$ cat src/hdl/vas_pkg.sv
`timescale 1ns / 1ps
// vas_pkg: shared types and codes of the voice allocator
// no dependencies; imported by every module of the block
package vas_pkg;

    // one sounding note as held in the note table
    typedef struct packed {
        logic       midi;
        logic [4:0] kcode;
        logic [6:0] knum;
        logic [3:0] chan;
        logic       pool;
        logic [3:0] voice;
    } t_note;

    typedef enum logic [1:0] {
        KIND_START = 2'd0,
        KIND_STEAL = 2'd1,
        KIND_REL   = 2'd2,
        KIND_NONE  = 2'd3
    } t_kind;

    // one result item
    typedef struct packed {
        t_kind      kind;
        logic       midi;
        logic [4:0] kcode;
        logic [6:0] knum;
        logic [3:0] chan;
        logic       pool;
        logic [3:0] voice;
    } t_res;

    typedef enum logic [2:0] {
        ST_IDLE,
        ST_SCAN,
        ST_COMMIT,
        ST_EMIT0,
        ST_EMIT1
    } t_state;

    // per-cell control of the note queue
    typedef struct packed {
        logic shift;
        logic load;
    } t_cell_ctrl;

    // control of one free voice list
    typedef struct packed {
        logic rebuild;
        logic poly;
        logic pop;
        logic push;
    } t_fl_ctrl;

    localparam logic MODE_PRESS   = 1'b0;
    localparam logic MODE_RELEASE = 1'b1;
    localparam logic POOL_FM      = 1'b0;
    localparam logic POOL_SSG     = 1'b1;

endpackage

$ cat src/hdl/vas_note_cell.sv
`timescale 1ns / 1ps
// vas_note_cell: one entry of the note queue, shifts toward the head or loads a new note
// depends on vas_pkg
module vas_note_cell (
    input  logic                i_clk,
    input  vas_pkg::t_cell_ctrl i_ctrl,
    input  vas_pkg::t_note      i_next,
    input  vas_pkg::t_note      i_new,
    output vas_pkg::t_note      o_q
);
    import vas_pkg::*;

    t_note r_q;

    always_ff @(posedge i_clk) begin
        if (i_ctrl.load) begin
            r_q <= i_new;
        end else if (i_ctrl.shift) begin
            r_q <= i_next;
        end
    end

    assign o_q = r_q;

endmodule

$ cat src/hdl/vas_free_list.sv
`timescale 1ns / 1ps
// vas_free_list: free voice stack of one pool, pop and push at the front
// depends on vas_pkg
module vas_free_list #(
    parameter int N    = 6,
    parameter int LW   = 3,
    parameter int CNTW = 3
) (
    input  logic              i_clk,
    input  logic              i_rst_n,
    input  vas_pkg::t_fl_ctrl i_ctrl,
    input  logic [LW-1:0]     i_push_voice,
    output logic [LW-1:0]     o_head,
    output logic [CNTW-1:0]   o_count
);
    import vas_pkg::*;

    logic [LW-1:0]   r_list [N];
    logic [CNTW-1:0] r_count;

    genvar gi;
    generate
        for (gi = 0; gi < N; gi++) begin : g_slot
            logic [LW-1:0] w_up;
            logic [LW-1:0] w_down;
            if (gi == N - 1) begin : g_end
                assign w_up = r_list[gi];
            end else begin : g_mid
                assign w_up = r_list[gi+1];
            end
            if (gi == 0) begin : g_front
                assign w_down = i_push_voice;
            end else begin : g_rest
                assign w_down = r_list[gi-1];
            end
            always_ff @(posedge i_clk) begin
                if (!i_rst_n || i_ctrl.rebuild) begin
                    r_list[gi] <= LW'(gi);
                end else if (i_ctrl.push) begin
                    r_list[gi] <= w_down;
                end else if (i_ctrl.pop) begin
                    r_list[gi] <= w_up;
                end
            end
        end
    endgenerate

    always_ff @(posedge i_clk) begin
        if (!i_rst_n) begin
            r_count <= CNTW'(N);
        end else if (i_ctrl.rebuild) begin
            r_count <= i_ctrl.poly ? CNTW'(N) : CNTW'(1);
        end else if (i_ctrl.push) begin
            if (r_count != CNTW'(N)) begin
                r_count <= r_count + CNTW'(1);
            end
        end else if (i_ctrl.pop) begin
            r_count <= r_count - CNTW'(1);
        end
    end

    assign o_head  = r_list[0];
    assign o_count = r_count;

endmodule

$ cat src/hdl/voice_allocator_with_stealing_unit.sv
`timescale 1ns / 1ps
// voice_allocator_with_stealing_unit: top level, note queue of cells, two free lists, control
// depends on vas_pkg, vas_note_cell, vas_free_list
//
//  channel   direction  handshake                      payload
//  s_axis    in         s_axis_tvalid/s_axis_tready    tdata key fields, tuser mode/is_midi
//  m_axis    out        m_axis_tvalid/m_axis_tready    tdata note and voice, tuser kind, tlast
//  cfg       in         i_cfg_we                       i_cfg_wdata poly_mode
//
// for each item the note queue rotates once through its head cell, one note a cycle,
// over all sounding notes; then a commit state builds the results, and each result
// in turn moves into the output register.
// reset and a write of i_cfg_wdata empty the note queue and rebuild both free lists.
// a stalled output holds the queue in its emit state; the next item is taken once the
// final result sits in the output register.
module voice_allocator_with_stealing_unit #(
    parameter int FM_VOICES  = 6,
    parameter int SSG_VOICES = 3
) (
    input  logic        i_clk,
    input  logic        i_rst_n,
    input  logic        i_cfg_we,
    input  logic        i_cfg_wdata,
    input  logic        s_axis_tvalid,
    output logic        s_axis_tready,
    input  logic [23:0] s_axis_tdata,  // key_code, key_number, track_channel, pool, zero pad
    input  logic [1:0]  s_axis_tuser,  // mode, is_midi
    output logic        m_axis_tvalid,
    input  logic        m_axis_tready,
    output logic [23:0] m_axis_tdata,  // out_key_code, out_key_number, out_track_channel,
                                       // out_pool, voice, zero pad
    output logic [2:0]  m_axis_tuser,  // kind, out_is_midi
    output logic        m_axis_tlast
);
    import vas_pkg::*;

    localparam int D       = FM_VOICES + SSG_VOICES;
    localparam int CW      = $clog2(D + 1);
    localparam int FM_LW   = (FM_VOICES > 1) ? $clog2(FM_VOICES) : 1;
    localparam int SSG_LW  = (SSG_VOICES > 1) ? $clog2(SSG_VOICES) : 1;
    localparam int FM_CW   = $clog2(FM_VOICES + 1);
    localparam int SSG_CW  = $clog2(SSG_VOICES + 1);

    t_state  r_state, n_state;
    logic    r_poly;
    logic [CW-1:0] r_len, r_n, r_step;
    t_note   r_in;
    logic    r_mode;
    logic    r_found;
    t_note   r_hit;
    t_res    r_res0, r_res1, n_res0, n_res1;
    logic    r_two, n_two;
    logic    r_out_valid;
    t_res    r_out;
    logic    r_out_last;

    // control strobes
    logic w_accept, w_step, w_commit, w_load0, w_load1, w_out_free;

    // note queue
    t_note      w_cell [D];
    t_cell_ctrl w_cctrl [D];
    t_note      w_head;
    logic       w_pred, w_hit_now;
    logic       w_q_push;
    logic [CW-1:0] w_tail;
    t_note      w_push_note;

    // free lists
    t_fl_ctrl          w_fm_ctrl, w_ssg_ctrl;
    logic [FM_LW-1:0]  w_fm_head;
    logic [SSG_LW-1:0] w_ssg_head;
    logic [FM_CW-1:0]  w_fm_cnt;
    logic [SSG_CW-1:0] w_ssg_cnt;
    logic              w_cnt_pos;
    logic [3:0]        w_pool_head;

    // commit decisions
    logic  w_is_rel, w_fresh, w_replace, w_none;
    t_note w_new;

    assign w_head      = w_cell[0];
    assign w_cnt_pos   = (r_in.pool == POOL_SSG) ? (w_ssg_cnt != '0) : (w_fm_cnt != '0);
    assign w_pool_head = (r_in.pool == POOL_SSG) ? 4'(w_ssg_head) : 4'(w_fm_head);
    assign w_is_rel    = (r_mode == MODE_RELEASE);

    // match rule for the scan, fixed for the whole item
    always_comb begin
        if (w_is_rel) begin
            w_pred = r_in.midi ? (w_head.midi && w_head.knum == r_in.knum)
                               : (!w_head.midi && w_head.kcode == r_in.kcode);
        end else if (w_cnt_pos) begin
            w_pred = !r_in.midi && !w_head.midi && w_head.pool == r_in.pool &&
                     w_head.kcode == r_in.kcode;
        end else begin
            w_pred = (w_head.pool == r_in.pool);
        end
    end
    assign w_hit_now = w_step && !r_found && w_pred;

    always_comb begin
        w_replace = r_found;
        w_fresh   = !r_found && w_cnt_pos && (r_len < CW'(D));
        w_none    = !w_is_rel && !w_replace && !w_fresh;
        w_new       = r_in;
        w_new.voice = !r_poly ? r_in.chan : (w_replace ? r_hit.voice : w_pool_head);
    end

    // queue control: the scan pops the head and puts it back at the tail unless it matched
    always_comb begin
        if (w_step) begin
            w_q_push    = !w_hit_now;
            w_tail      = r_len - CW'(1);
            w_push_note = w_head;
        end else begin
            w_q_push    = w_commit && !w_is_rel && (w_replace || w_fresh);
            w_tail      = r_len;
            w_push_note = w_new;
        end
    end

    genvar gi;
    generate
        for (gi = 0; gi < D; gi++) begin : g_cell
            t_note w_next;
            if (gi == D - 1) begin : g_end
                assign w_next = w_cell[gi];
            end else begin : g_mid
                assign w_next = w_cell[gi+1];
            end
            assign w_cctrl[gi].shift = w_step;
            assign w_cctrl[gi].load  = w_q_push && (w_tail == CW'(gi));
            vas_note_cell u_cell (
                .i_clk  (i_clk),
                .i_ctrl (w_cctrl[gi]),
                .i_next (w_next),
                .i_new  (w_push_note),
                .o_q    (w_cell[gi])
            );
        end
    endgenerate

    always_comb begin
        w_fm_ctrl.rebuild  = i_cfg_we;
        w_fm_ctrl.poly     = i_cfg_wdata;
        w_fm_ctrl.pop      = w_commit && !w_is_rel && w_fresh && r_in.pool == POOL_FM;
        w_fm_ctrl.push     = w_commit && w_is_rel && r_found && r_hit.pool == POOL_FM;
        w_ssg_ctrl.rebuild = i_cfg_we;
        w_ssg_ctrl.poly    = i_cfg_wdata;
        w_ssg_ctrl.pop     = w_commit && !w_is_rel && w_fresh && r_in.pool == POOL_SSG;
        w_ssg_ctrl.push    = w_commit && w_is_rel && r_found && r_hit.pool == POOL_SSG;
    end

    vas_free_list #(.N(FM_VOICES), .LW(FM_LW), .CNTW(FM_CW)) u_fm_list (
        .i_clk        (i_clk),
        .i_rst_n      (i_rst_n),
        .i_ctrl       (w_fm_ctrl),
        .i_push_voice (r_hit.voice[FM_LW-1:0]),
        .o_head       (w_fm_head),
        .o_count      (w_fm_cnt)
    );

    vas_free_list #(.N(SSG_VOICES), .LW(SSG_LW), .CNTW(SSG_CW)) u_ssg_list (
        .i_clk        (i_clk),
        .i_rst_n      (i_rst_n),
        .i_ctrl       (w_ssg_ctrl),
        .i_push_voice (r_hit.voice[SSG_LW-1:0]),
        .o_head       (w_ssg_head),
        .o_count      (w_ssg_cnt)
    );

    // result items built at commit
    always_comb begin
        n_res0 = r_res0;
        n_res1 = r_res1;
        n_two  = r_two;
        if (w_is_rel) begin
            n_res0.kind  = r_found ? KIND_REL : KIND_NONE;
            n_res0.midi  = r_in.midi;
            n_res0.kcode = r_in.kcode;
            n_res0.knum  = r_in.knum;
            n_res0.chan  = 4'd0;
            n_res0.pool  = r_found ? r_hit.pool : POOL_FM;
            n_res0.voice = r_found ? r_hit.voice : 4'd0;
            n_two        = 1'b0;
        end else begin
            n_res0.kind  = KIND_START;
            n_res0.midi  = w_new.midi;
            n_res0.kcode = w_new.kcode;
            n_res0.knum  = w_new.knum;
            n_res0.chan  = w_new.chan;
            n_res0.pool  = w_new.pool;
            n_res0.voice = w_new.voice;
            n_res1.kind  = KIND_STEAL;
            n_res1.midi  = r_hit.midi;
            n_res1.kcode = r_hit.kcode;
            n_res1.knum  = r_hit.knum;
            n_res1.chan  = r_hit.chan;
            n_res1.pool  = r_hit.pool;
            n_res1.voice = r_hit.voice;
            n_two        = w_replace;
        end
    end

    assign w_out_free = !r_out_valid || m_axis_tready;

    always_ff @(posedge i_clk) begin
        if (!i_rst_n) begin
            r_state <= ST_IDLE;
        end else begin
            r_state <= n_state;
        end
    end

    always_comb begin
        n_state  = r_state;
        w_accept = 1'b0;
        w_step   = 1'b0;
        w_commit = 1'b0;
        w_load0  = 1'b0;
        w_load1  = 1'b0;
        case (r_state)
            ST_IDLE: begin
                w_accept = s_axis_tvalid;
                if (s_axis_tvalid) begin
                    n_state = ST_SCAN;
                end
            end
            ST_SCAN: begin
                if (r_step == r_n) begin
                    n_state = ST_COMMIT;
                end else begin
                    w_step = 1'b1;
                end
            end
            ST_COMMIT: begin
                w_commit = 1'b1;
                n_state  = w_none ? ST_IDLE : ST_EMIT0;
            end
            ST_EMIT0: begin
                if (w_out_free) begin
                    w_load0 = 1'b1;
                    n_state = r_two ? ST_EMIT1 : ST_IDLE;
                end
            end
            ST_EMIT1: begin
                if (w_out_free) begin
                    w_load1 = 1'b1;
                    n_state = ST_IDLE;
                end
            end
            default: begin
                n_state = ST_IDLE;
            end
        endcase
    end

    assign s_axis_tready = (r_state == ST_IDLE);

    // control registers
    always_ff @(posedge i_clk) begin
        if (!i_rst_n) begin
            r_poly      <= 1'b1;
            r_len       <= '0;
            r_step      <= '0;
            r_n         <= '0;
            r_found     <= 1'b0;
            r_out_valid <= 1'b0;
        end else begin
            if (i_cfg_we) begin
                r_poly <= i_cfg_wdata;
                r_len  <= '0;
            end else if (w_hit_now) begin
                r_len <= r_len - CW'(1);
            end else if (w_commit && w_q_push) begin
                r_len <= r_len + CW'(1);
            end
            if (w_accept) begin
                r_step  <= '0;
                r_n     <= r_len;
                r_found <= 1'b0;
            end else if (w_step) begin
                r_step <= r_step + CW'(1);
                if (w_hit_now) begin
                    r_found <= 1'b1;
                end
            end
            if (w_load0 || w_load1) begin
                r_out_valid <= 1'b1;
            end else if (m_axis_tready) begin
                r_out_valid <= 1'b0;
            end
        end
    end

    // payload registers
    always_ff @(posedge i_clk) begin
        if (w_accept) begin
            r_mode      <= s_axis_tuser[0];
            r_in.midi   <= s_axis_tuser[1];
            r_in.kcode  <= s_axis_tdata[4:0];
            r_in.knum   <= s_axis_tdata[11:5];
            r_in.chan   <= s_axis_tdata[15:12];
            r_in.pool   <= s_axis_tdata[16];
            r_in.voice  <= 4'd0;
        end
        if (w_hit_now) begin
            r_hit <= w_head;
        end
        if (w_commit) begin
            r_res0 <= n_res0;
            r_res1 <= n_res1;
            r_two  <= n_two;
        end
        if (w_load0) begin
            r_out      <= r_res0;
            r_out_last <= !r_two;
        end else if (w_load1) begin
            r_out      <= r_res1;
            r_out_last <= 1'b1;
        end
    end

    assign m_axis_tvalid = r_out_valid;
    assign m_axis_tdata  = {3'd0, r_out.voice, r_out.pool, r_out.chan, r_out.knum, r_out.kcode};
    assign m_axis_tuser  = {r_out.midi, r_out.kind};
    assign m_axis_tlast  = r_out_last;

endmodule

$ cat config.mk
export PLATFORM = sky130hd
export DESIGN_NAME = voice_allocator_with_stealing_unit
export DESIGN_NICKNAME = d
export VERILOG_FILES = /design/src/hdl/vas_pkg.sv /design/src/hdl/vas_note_cell.sv /design/src/hdl/vas_free_list.sv /design/src/hdl/voice_allocator_with_stealing_unit.sv
export SDC_FILE = /design/constraint.sdc
export NUM_CORES = 1
export LEC_CHECK = 0
export ABC_AREA = 1
export BUFFER_PORTS_ARGS = -buffer_cell sky130_fd_sc_hd__buf_4
export CAP_MARGIN = 5
export CORE_ASPECT_RATIO = 1.4
export CORE_MARGIN = 2
export CORE_UTILIZATION = 55
export DETAILED_ROUTE_END_ITERATION = 8
export GPL_ROUTABILITY_DRIVEN = 0
export GPL_TIMING_DRIVEN = 0
export PLACE_DENSITY = 0.75
export SLEW_MARGIN = 15
export SYNTH_ARGS = -nofsm -noshare
export SYNTH_HDL_FRONTEND = slang
export SYNTH_HIERARCHICAL = 1
export SYNTH_SLANG_ARGS = --single-unit
$ cat constraint.sdc
create_clock -name i_clk -period 4.8 [get_ports i_clk]
set_input_delay 0.72 -clock i_clk [delete_from_list [all_inputs] [get_ports i_clk]]
set_output_delay 0.72 -clock i_clk [all_outputs]
set_load 0.02 [all_outputs]
---- Yosys cells after proc, flatten, opt, wreduce, memory -nomap -nowiden ----
Memories as Yosys holds them, arrays and structs flattened.
Cells that the tools add are included.
storage, ports and cells
  register bits ........................... 334
  RAM bits ................................ 24
  input port bits ......................... 32
  logic and storage cells ................. 316
  memories ................................ 2
memories
  memory             depth  width  read ports  clocked after Yosys merged registers in  wr ports  line                 RTL
  u_fm_list.r_list   6      3      6           0                                        6         vas_free_list.sv:18  logic [LW-1:0] r_list [N];
  u_ssg_list.r_list  3      2      3           0                                        3         vas_free_list.sv:18
operators by class
  add/sub/neg operators ................... 7
  order comparisons ....................... 1
  equality and inequality tests ........... 24
  mux-type cells .......................... 96
  bitwise gates (word level) .............. 22
  reductions and logical operators ........ 67
operator list
  cell                                                             count
  22-bit two-way mux                                               17
  3-bit two-way mux                                                23
  24-bit two-way mux                                               2
  1-bit two-way mux                                                34
  1-bit logical AND                                                30
  2-bit two-way mux                                                12
  4-bit two-way mux                                                6
  2-bit nonzero test                                               12
  1-bit bitwise OR                                                 18
  4-bit by 3-bit == test with 1-bit output, second input constant  4
  3-bit one-hot mux with 5 select lines                            1
  2-bit inequality test, second input constant                     5
  1-bit logical NOT                                                9
  3-bit inequality test, second input constant                     3
  3-bit nonzero test                                               3
  4-bit by 1-bit adder with 4-bit output, second input constant    2
  4-bit by 2-bit == test with 1-bit output, second input constant  2
  2-bit AND reduction                                              4
  7-bit == test                                                    1
  3-bit by 2-bit == test with 1-bit output, second input constant  2
  5-bit == test                                                    1
  5-bit two-way mux                                                1
  4-bit by 1-bit == test with 1-bit output, second input constant  1
  4-bit == test                                                    1
  16 further kinds                                                 23

---- Logic depth before layout (Yosys ltp) ----
  word-level depth ........................ 12
  depth in mapped cells ................... 15

---- By module ----
Netlist, hierarchy kept.
by module, submodules not included
  module                              times used  cells an instance  area an instance (µm²)  seq. area each (µm²)
  vas_note_cell                       9           94                 955.9                   660.6
  voice_allocator_with_stealing_unit  1           546                5649.2                  3753.6
  vas_free_list at u_fm_list          1           111                1032.2                  600.6
  vas_free_list at u_ssg_list         1           54                 432.9                   220.2

---- Worst setup path before layout ----
Ideal clock, no wire load.
  path kind ............................... flip-flop to flip-flop
  start ................................... register r_mode
  end ..................................... register g_cell[0].u_cell.r_q, in the netlist g_cell[0].u_cell/o_q[0] (enable)
  setup time .............................. 0.352 ns
  arrival time ............................ 2.957 ns
  slack ................................... 1.491 ns
  cell stages (with the launch flop) ...... 8
  buffers on the path ..................... 1
  period minus slack after synthesis ...... 3.309 ns
  cell sequence ........................... edfxtp_1 > clkbuf_1 > nor2_1 > nand2_2 > inv_2 > o21ai_4 > nor3_1 > or2_2
RTL lines
  item                      line                                       RTL
  start: declaration        voice_allocator_with_stealing_unit.sv:48   logic r_mode;
  start signal: assignment  voice_allocator_with_stealing_unit.sv:299  r_mode <= s_axis_tuser[0];
  end signal: assignment    vas_note_cell.sv:17                        r_q <= i_new;
  end signal: assignment    vas_note_cell.sv:19                        r_q <= i_next;
  end: declaration          vas_note_cell.sv:13                        t_note r_q;

==> impl_metrics.ini <==
[worst_setup_path]
timing.critical_path.arrival_ps = 3780
timing.critical_path.buf_inv = 4
timing.critical_path.to_type = flip-flop
max_stage_delay_ps = 900
timing.critical_path.slowest_stage_cell = nor4_1
timing.critical_path.from = r_mode
r2r_start = r_mode
cp.required_ps = 5210
start_kind = flip-flop
path_cells = clkbuf_1 -> inv_1 -> clkbuf_1 -> nor4_1 -> inv_2 -> fa_1 -> nand2_1 -> nand2_1 -> nand3_1 -> nand3_1
cp_top_family = simple AND/OR/NAND/NOR gates
worst-path-max-fanout = 10
path_class = flip-flop to flip-flop

[pwr]
vdd_ir_max_mv = 0.3538
post-layout-total-power_mw = 9.533
power-per-cell-area_nw_per_um2 = 536.7
p_leak_nw = 7.524

[detailed_routing]
via_count = 10220
route.detailed.drc = 0
wl_met3_um = 1246
dr.first_iter.drc_count = 694
detail-route-antenna-nets = 0
wl_met2_um = 15640
routed_wl_um = 29160
avgRoutedWirePerCell_um = 14.24
route.detailed.vias_per_inst = 4.995
detail_route.first_pass.iterations = 5
detail_route.wirelength.met1_um = 10920
top_signal_layer_used = met4

[synth]
post_synth_num_cell_types = 41
yosysWarningCount = 6
sequential_area_share_after_synthesis_pct = 66.93
dominantRegCellSynth = edfxtp_1
dominant_cell_type_by_area_after_synthesis = edfxtp_1
cell_with_the_most_instances_after_synthesis = nand2_1
synth_top_cell_area_share_pct = 64.00
post_synth_instance_area_um2 = 15720
count_of_state_elements_after_synthesis = 358
number_of_flops_mapped_to_enable_cells_by_yosys = 335
netlist_top_cells_area = edfxtp_1 64%, nand2_1 19%, dfxtp_1 2.9%
post_synth.cell_area_avg_um2 = 10.09
synthArstFlopShare_pct = 0
syn-instance-count = 1557
netlist_top_cells_count = 813 x nand2_1, 335 x edfxtp_1, 82 x inv_1

[timing]
hold_viol_final = 0
grt_setup_unrepaired = false
fmax_mhz = 296.5
slew_headroom_pct = 31.47
finalHoldWorstSlack_ps = 370.7
max_slew.worst_pin.slew_ps = 1022
finalCritPeriodShare_pct = 70.28
report.final.setup_viol = 0
setup_tns_after_final_layout_ps = 0
fin_worst_skew_ps = 30.53
slew_violations = 0
final_period_minus_worst_setup_slack_ps = 3373

[layout]
fill_cells = 2058
syn2layout_area_growth_pct = 13.00
seq_area_um2 = 10520
n_antenna_cell = 0
nNetsFinal = 1686
layout.cells.non_filler = 2047
area_used_by_multi_input_combinational_logic_um2 = 4389
drive_above_1_share_pct = 12.50

[die]
fp.coreArea_um2 = 28220
floorplan.die_area_um2 = 29960
pin_count = 62
dieWidth_um = 146.9
start_util_pct = 55.69
die_h_um = 204.0
floorplan.rows = 73

[clocking]
htreeDepth = 2
cts_buffers = 36
clock_sinks = 358
ctsHoldBuffers = 0
cts_resized = 0
cts_tree = done
clock_slew_at_reported_path_ffs_ps = 70
clock_latency_ps = 530
cts_setup_buffers = 0
buffers_from_clock_root_to_sink_at_most = 3
cts_root_buf = clkbuf_16

[global_routing]
first_global_vias = 10090
grt_max_degree = 28
grt_antenna_before_repair = 0
global_route.overflow_total = 0
grt_pass1_wl_um = 48310
grt.total_usage_pct = 20.13

[status]
outcome = complete, no violations

[place]
place_hpwl_um = 21680
place.detailed.instances = 1987
placement.io_buffers = 51

[min_path]
hp-class = input pin to flip-flop
min_from = s_axis_tdata[4]

[flow_run]
max-cap-violations = 0
==> metal layers <==
metal	global-route usage, %	up-vias
met3	3.192	61
li1	-	5232
met2	38.06	257
met1	21.68	4674
met4	10.02	0
met5	0	-
==> final timing paths <==
check	end	slack, ps	cells after the start
worst max-delay path	u_fm_list/o_count[1]	1430	10
worst max register to register	u_fm_list/o_count[1]	1430	10
worst min register to register	r_res1[6]	420	0
worst min-delay path	r_in[20]	370	1
==> layout make-up <==
class | count | share of cell area (%)
Multi-Input combinational cell | 1045 | 24.71
Clock inverter | 17 | 1.127
Inverter | 101 | 2.135
Sequential cell | 358 | 59.23
Timing Repair Buffer | 53 | 2.395
Buffer | 55 | 2.536
Clock buffer | 43 | 5.220
Tap cell | 375 | 2.642
==> per-stage QoR <==
step                util (%)  setup WS, ps  instance area, µm²
finish                 62.93          1427               17760
global route           62.93          1239               17760
CTS                    62.93          1440               17760
detailed placement     58.94          1435               16630
global placement       58.74         315.8               16580
floorplan                  -          1491               15730
==> where the power goes <==
| group | total, mW | internal (mW) | switching, mW |
|---|---|---|---|
| combinational | 2.09 | 0.549 | 1.54 |
| clock | 2.70 | 1.59 | 1.11 |
| sequential | 4.74 | 4.48 | 0.261 |
| total | 9.53 | 6.63 | 2.91 |
==> placed cells by master (no fill, tap or decap), types with 18 or more instances in the layout <==
cell type and instances:
clkbuf_16 36, buf_4 72, inv_1 82, edfxtp_1 335, nand2_1 813, nand3_1 29
o21ai_1 25, o21ai_0 21, inv_2 18, nor2_1 55, dfxtp_1 23, a21oi_1 18
buf_6 21
==> state kept, by name, indices dropped and copies added, names as in the netlist <==
name and count:
g_cell.u_cell/o_q 198, r_res0 24, r_hit 22, r_res1 22
m_axis_tdata 21, r_in 18, u_fm_list/r_list 18, u_ssg_list/r_list 6
r_len 4, r_n 4, r_step 4, m_axis_tuser 3
r_state 3, u_fm_list/o_count 3, u_ssg_list/o_count 2, m_axis_tlast 1
m_axis_tvalid 1, r_found 1, r_mode 1, r_poly 1
r_two 1
==> worst reg2reg max path, cell delays in order (launching register included) <==
cell and delay (ps):
edfxtp_1 390, clkbuf_1 520, inv_1 120, clkbuf_1 290, nor4_1 900, inv_2 230, fa_1 530, nand2_1 80
nand2_1 50, nand3_1 80, nand3_1 80
==> cell families after synthesis <==
logic type | count (synthesis) | share of synthesized area, %
xor gates and xnor gates | 10 | 0.6051
adders and majority gates | 4 | 0.3662
and+or+nand+nor | 947 | 23.97
AOI/OAI and AO/OA | 81 | 2.826
buffers and inverters | 156 | 5.278
other | 1 | 0.02386
DFF | 358 | 66.93
Power figures use the tool's default switching activity.
